<file path="src/sv/sfe_pkg.sv">
// Package with the types, constants and escape function of the SLIP frame encoder.
package sfe_pkg;

	localparam logic [7:0] DELIM   = 8'hC0;
	localparam logic [7:0] ESC     = 8'hDB;
	localparam logic [7:0] ESC_END = 8'hDC;
	localparam logic [7:0] ESC_ESC = 8'hDD;

	localparam int MaxOut = 6;
	localparam int CntW   = $clog2(MaxOut + 1);
	localparam int IdxW   = $clog2(MaxOut);

	typedef struct packed {
		logic [7:0] data_byte;
		logic       last_byte;
		logic       empty_frame;
	} in_t;

	typedef struct packed {
		logic [7:0] out_byte;
		logic       run_last;
		logic       frame_end;
	} out_t;

	typedef struct packed {
		logic       two;
		logic [7:0] first;
		logic [7:0] second;
	} esc_t;

	function automatic esc_t escape(input logic [7:0] b);
		esc_t e;
		e.two    = 1'b0;
		e.first  = b;
		e.second = 8'h00;
		if (b == DELIM) begin
			e.two    = 1'b1;
			e.first  = ESC;
			e.second = ESC_END;
		end else if (b == ESC) begin
			e.two    = 1'b1;
			e.first  = ESC;
			e.second = ESC_ESC;
		end
		return e;
	endfunction

endpackage

</file>
<file path="src/sv/slip_frame_encoder_xor.sv">
// SLIP frame encoder with an escaped XOR checksum ahead of the closing delimiter.
//
// Usage: payload bytes enter on the in channel (in_valid/in_ready/in_data), one
// transaction per byte, with last_byte on the final byte of a frame, or a
// transaction with empty_frame set to close the open frame (or to send an empty
// frame). Encoded line bytes leave on the out channel, one per transaction;
// run_last marks the last byte caused by an input transaction and frame_end
// marks the closing delimiter.
// An accepted item waits in the input register until the buffer is free, then its
// whole expansion (one to six bytes) is computed in one pass and loaded into a
// six-entry output buffer. The buffer sends one byte per cycle while out_ready is
// high, so an item takes one to six output bytes: one for a plain mid-frame byte,
// two for an escaped one, up to six for an escaped last byte that opens a frame
// and has an escaped checksum. The next item is taken into the input register
// while the buffer still drains, and it loads as the buffer's last byte leaves.
// Reset clears the frame state, the checksum and both valid flags.
// When the receiver stalls, the buffer holds its byte and, once the input
// register is full, in_ready drops until the buffer can take the next item.
module slip_frame_encoder_xor
	import sfe_pkg::*;
(
	input  logic clk,
	input  logic arst_n,
	input  logic in_valid,
	output logic in_ready,
	input  in_t  in_data,
	output logic out_valid,
	input  logic out_ready,
	output out_t out_data
);

	logic            valid_s1;
	in_t             item_s1;
	logic            inside_q;
	logic [7:0]      xor_q;
	out_t            buf_q [MaxOut];
	logic [CntW-1:0] cnt_q;

	out_t            seq [MaxOut];
	logic [CntW-1:0] n;
	logic [7:0]      x_base;
	logic [7:0]      x_new;
	esc_t            esc_d;
	esc_t            esc_c;
	logic            close;
	logic            buf_free;
	logic            load;
	logic            out_fire;

	assign out_valid = (cnt_q != '0);
	assign out_data  = buf_q[0];
	assign out_fire  = out_valid && out_ready;
	assign buf_free  = (cnt_q == '0) || ((cnt_q == CntW'(1)) && out_ready);
	assign load      = valid_s1 && buf_free;
	assign in_ready  = !valid_s1 || load;

	always_comb begin
		for (int i = 0; i < MaxOut; i++) begin
			seq[i] = '0;
		end
		n      = '0;
		x_base = inside_q ? xor_q : 8'h00;
		esc_d  = escape(item_s1.data_byte);
		x_new  = x_base;
		close  = item_s1.empty_frame || item_s1.last_byte;
		if (!inside_q) begin
			seq[n[IdxW-1:0]].out_byte = DELIM;
			n = n + CntW'(1);
		end
		if (!item_s1.empty_frame) begin
			seq[n[IdxW-1:0]].out_byte = esc_d.first;
			n = n + CntW'(1);
			if (esc_d.two) begin
				seq[n[IdxW-1:0]].out_byte = esc_d.second;
				n = n + CntW'(1);
			end
			x_new = x_base ^ esc_d.first ^ (esc_d.two ? esc_d.second : 8'h00);
		end
		esc_c = escape(x_new);
		if (close) begin
			seq[n[IdxW-1:0]].out_byte = esc_c.first;
			n = n + CntW'(1);
			if (esc_c.two) begin
				seq[n[IdxW-1:0]].out_byte = esc_c.second;
				n = n + CntW'(1);
			end
			seq[n[IdxW-1:0]].out_byte  = DELIM;
			seq[n[IdxW-1:0]].frame_end = 1'b1;
			n = n + CntW'(1);
		end
		seq[IdxW'(n - CntW'(1))].run_last = 1'b1;
	end

	always_ff @(posedge clk or negedge arst_n) begin
		if (!arst_n) begin
			valid_s1 <= 1'b0;
			inside_q <= 1'b0;
			xor_q    <= 8'h00;
			cnt_q    <= '0;
		end else begin
			if (in_ready) begin
				valid_s1 <= in_valid;
			end
			if (load) begin
				cnt_q    <= n;
				inside_q <= !close;
				xor_q    <= close ? 8'h00 : x_new;
			end else if (out_fire) begin
				cnt_q <= cnt_q - CntW'(1);
			end
		end
	end

	always_ff @(posedge clk) begin
		if (in_valid && in_ready) begin
			item_s1 <= in_data;
		end
		if (load) begin
			for (int i = 0; i < MaxOut; i++) begin
				buf_q[i] <= seq[i];
			end
		end else if (out_fire) begin
			for (int i = 0; i < MaxOut - 1; i++) begin
				buf_q[i] <= buf_q[i + 1];
			end
		end
	end

endmodule

</file>
<file path="config.mk">
export PLATFORM = sky130hd
export DESIGN_NAME = slip_frame_encoder_xor
export DESIGN_NICKNAME = d
export VERILOG_FILES = /design/src/sv/sfe_pkg.sv /design/src/sv/slip_frame_encoder_xor.sv
export SDC_FILE = /design/constraint.sdc
export NUM_CORES = 1
export LEC_CHECK = 0
export ABC_AREA = 1
export BUFFER_PORTS_ARGS = -buffer_cell sky130_fd_sc_hd__buf_4
export CAP_MARGIN = 15
export CORE_UTILIZATION = 65
export CTS_CLUSTER_DIAMETER = 100
export DETAILED_ROUTE_END_ITERATION = 12
export PLACE_DENSITY = 0.86
export SYNTH_ARGS = -nofsm -noshare
export SYNTH_HDL_FRONTEND = slang
export SYNTH_SLANG_ARGS = --single-unit
</file>
<file path="constraint.sdc">
create_clock -name clk -period 6.9 [get_ports clk]
set_input_delay 0 -clock clk [delete_from_list [all_inputs] [get_ports clk]]
set_output_delay 0 -clock clk [all_outputs]
set_load 0.03 [all_outputs]
</file>
==> results.txt <==
The flow ran to the end, but the final reports show violations. The final reports fail on DRC. The antenna diode count is 0.

The clock tree from TritonCTS is yes. The count of pins over their slew limit is 0. The data required time of the critical path came out at about 7 ns.

The netlist area before placement is 4400 um^2. The worst path in the final design needs a cycle of 3.96 ns, including I/O delays and setup. Among all flip-flop cells after synthesis, the most frequent one is sky130_fd_sc_hd__edfxtp_1. The path type of the worst setup path is reg2reg. The total instance count after detailed placement came out at 622. Across the run, the number of max-cap violations was 0. After detailed routing, the number of vias per cell comes to between 6 and 7. The first global-routing pass estimated between 15 and 20 mm of wire. The fraction of the core area covered by cells at the end of the flow is between 70% and 80%. The clock sink count is between 70 and 80.

The maximum number of buffers from clock root to sink came out at 2. The largest individual stage delay along the critical path comes from the cell sky130_fd_sc_hd__edfxtp_1. The share of the Yosys chip area taken by registers is 48.3%. The highest net fanout along the worst path came out at 11. The reported leakage power is 2.22 nW. The average routed wire per standard cell is approximately 18 um. The number of hold violations in the final report is 0. The worst max-slew margin expressed relative to the limit came out at approximately 38%. The number of primary I/O pins is 26.

The setup TNS is 0 ns. Data on the critical path arrives at its endpoint at around 4.1 ns. The filler cells instantiated in the layout total roughly 450. The initial cell density of the core is around two thirds.

The first TritonRoute pass finished after 10 iterations. The count of instances resized after the clock tree is built came out at 0. The number of CTS-inserted buffers came out at 9. Entering global routing, the biggest net connects 50 pins.

Yosys attributes the largest share of cell area to sky130_fd_sc_hd__edfxtp_1, sky130_fd_sc_hd__nand2_1, sky130_fd_sc_hd__dfrtp_1, sky130_fd_sc_hd__inv_1, sky130_fd_sc_hd__nand3_1. The floorplan has 29 rows. The worst stage delay on the critical path is between 0.4 and 0.5 ns. The number of endpoints failing setup at the final stage is 0. The post-route netlist has 13.9% of its cells at a drive strength greater than 1. The cell count after synthesis came out at 531. The global placement routability congestion is 1.01. The commonest cells after synthesis are sky130_fd_sc_hd__nand2_1, sky130_fd_sc_hd__edfxtp_1, sky130_fd_sc_hd__inv_1, sky130_fd_sc_hd__nor2_1, sky130_fd_sc_hd__nand3_1. The number of global-route vias before repair came out at 3,770.

The placeable core area is 6460 um^2. The clock edge transition at the registers on the reported setup and hold paths is about 0.080 ns. Once the clock tree was built, the setup fixing pass inserted 0 buffers. The per-instance average area after synthesis came out at ~8.3 um^2. From synthesis to final layout, the design area changed by 13.7%. The DRC violation count after routing came out at 4.

The routed layout has approximately 4,000 vias. The path class of the tightest hold or removal check is in2async. The net count of the finished layout is between 500 and 600.

Counting flops and latches in the post-synthesis netlist gives between 70 and 80. The global-route usage over all layers is 34.9%. The slew at the pin closest to its max-slew limit came out at 0.933 ns. The top cell type's share of synthesized area came out at 40.9%. From left edge to right edge, the die measures about 84 um.

The cell sitting at the root of the clock tree is a sky130_fd_sc_hd__clkbuf_8. The total overflow reported by the global router is 0. The most common cell type on the critical path is sky130_fd_sc_hd__nand2_1. The worst-case vdd ir drop came out at between 400 and 500 uV. The die covers a little over 7000 um^2. The post-synthesis cell type count is 37. In the post-synthesis netlist, the cell with the most instances is sky130_fd_sc_hd__nand2_1. The setup skew after layout is between 0.007 and 0.008 ns.

The wire-length estimate of the detail-placed layout is roughly 8 mm. The wire length after detailed routing is roughly 12 mm. The DRC violation total after the first TritonRoute iteration is about 500. The depth of the CTS H-tree is 3. The net count of the mapped netlist came out at approximately 560.

The fraction of the cycle the final worst path needs came out at between 50% and 60%. Walking the worst path, the cells encountered are inv_2, nand2_1, nor2_1, nand2_1, nand2_1, ha_1, a21oi_1, ha_1, xor2_1, nand2_2, o21ai_2, inv_2, ha_1, a21oi_1, ha_1, inv_1, nand4_1, nand2_1, nand3_1, nand2_1. The cell area power density came out at a little over 500 nW/um^2.

The final cell count without fillers came out at 651. The overall die height came out at roughly 84 um. The cell type contributing the most total cell area after synthesis is sky130_fd_sc_hd__edfxtp_1. Of all flip-flops after synthesis, the portion carrying an async set or reset was around 18%. Setup repair after global routing left no endpoint under its margin.

The highest achievable clock rate came out at ~0.25 GHz. The total of buffers placed on input and output ports is 25. The clock reaches the later pin of the worst-skew pair after roughly 0.36 ns.

The number of enable flip-flop cells after synthesis is 60. The initial antenna violation count was 0. STA classifies the critical path endpoint as a flop. The critical path startpoint category is a flop.

The synthesis warning total is 0. Once detail routing completed, the nets flagged for antenna violations numbered 0.
[worst max-delay path: cells and delay by family, from the launching register on]
kind                       cells  cell delay, ns
AOI/OAI and AO/OA              3            0.68
xor gates and xnor gates       1            0.18
adders and majority gates      4            1.10
buffers and inverters          3            0.26
DFF                            1            0.46
and+or+nand+nor                9            1.01
[metrics by stage]
step           power [mW]  cell area (um^2)  setup slack, ns  hold WS (ns)
4_1_cts              2.50              5010             3.00        0.0200
3_3_place_gp         2.05              4640             3.26        -0.148
6_report             2.52              5010             2.94        0.0270
5_1_grt              2.68              5010             2.67        0.0269
3_5_place_dp         2.09              4640             3.06        -0.148
2_1_floorplan        1.75              4400             1.92        -0.296
[cell usage in the layout, fill, tap and decap left out, drive strengths merged, types with 3 or more instances in the layout]
| master | n |
|---|---|
| o211ai | 9 |
| o22ai | 5 |
| bufinv | 3 |
| nand2 | 155 |
| xnor2 | 3 |
| clkinv | 6 |
| a21oi | 35 |
| inv | 61 |
| dfrtp | 13 |
| o21ai | 36 |
| nor3 | 4 |
| nor2 | 51 |
| dlygate4sd3 | 13 |
| clkbuf | 11 |
| edfxtp | 60 |
| a31oi | 4 |
| nand4 | 9 |
| ha | 12 |
| nand3 | 43 |
| a22oi | 7 |
| buf | 28 |
[power by group]
part	internal (mW)	switching [mW]	total, mW
sequential	0.762	0.0935	0.856
clock	0.241	0.166	0.407
combinational	0.376	0.882	1.26
[final cells by class]
cell class	count	area, um^2	area share (%)
clock buffers	11	131	2.62
clock inverters	5	104	2.07
inverters	65	244	4.87
multi-input cells	379	1960	39.2
flip-flops and latches	73	2130	42.5
well taps	77	96.3	1.92
repair buffers	41	340	6.80
[logic make-up (layout without fill, tap and decap cells)]
family	count (synthesis)	in the layout	share of synthesized area [%]
AND/OR/NAND/NOR	264	264	27.2
adder cells (fa/ha/maj)	12	12	3.41
AO/OA/AOI/OAI	99	99	12.7
buffers and inverters	79	122	7.42
flip-flops	73	73	48.3
XOR/XNOR	4	4	0.966
[final timing paths]
check                           slack (ns)               endpoint  cells past startpoint            startpoint
worst max-delay path                  2.94  buf_q[4][1]$_DFFE_PP_                     20  item_s1[7]$_DFFE_PP_
worst min register to register        0.51   xor_q[7]$_DFFE_PN0P_                      2  xor_q[7]$_DFFE_PN0P_
worst max register to register        2.94  buf_q[4][1]$_DFFE_PP_                     20  item_s1[7]$_DFFE_PP_
min in group clk                      0.36   item_s1[1]$_DFFE_PP_                      2            in_data[1]
worst min-delay path                  0.03   valid_s1$_DFFE_PN0N_                      2                arst_n
max in group asynchronous             6.70   xor_q[6]$_DFFE_PN0P_                      2                arst_n
[flip-flops by register name, summed over array words and instances (netlist names)]
signal    flops
buf_q        50
cnt_q         3
inside_q      1
item_s1      10
valid_s1      1
xor_q         8
[layer usage]
layer / global-route usage [%] / vias up / share of wire [%]
met5: 0 / - / 0
met4: 19.9 / 0 / 4.7
met3: 6.10 / 53 / 8.8
met2: 57.5 / 210 / 48
met1: 43.8 / 1844 / 39
li1: - / 1873 / -
[what timing repair did]
item,4_1_cts,5_1_grt
endpoints found under the hold margin,25,0
setup endpoints to repair,0,0
hold buffers,13,0
Power figures use the tool's default switching activity.
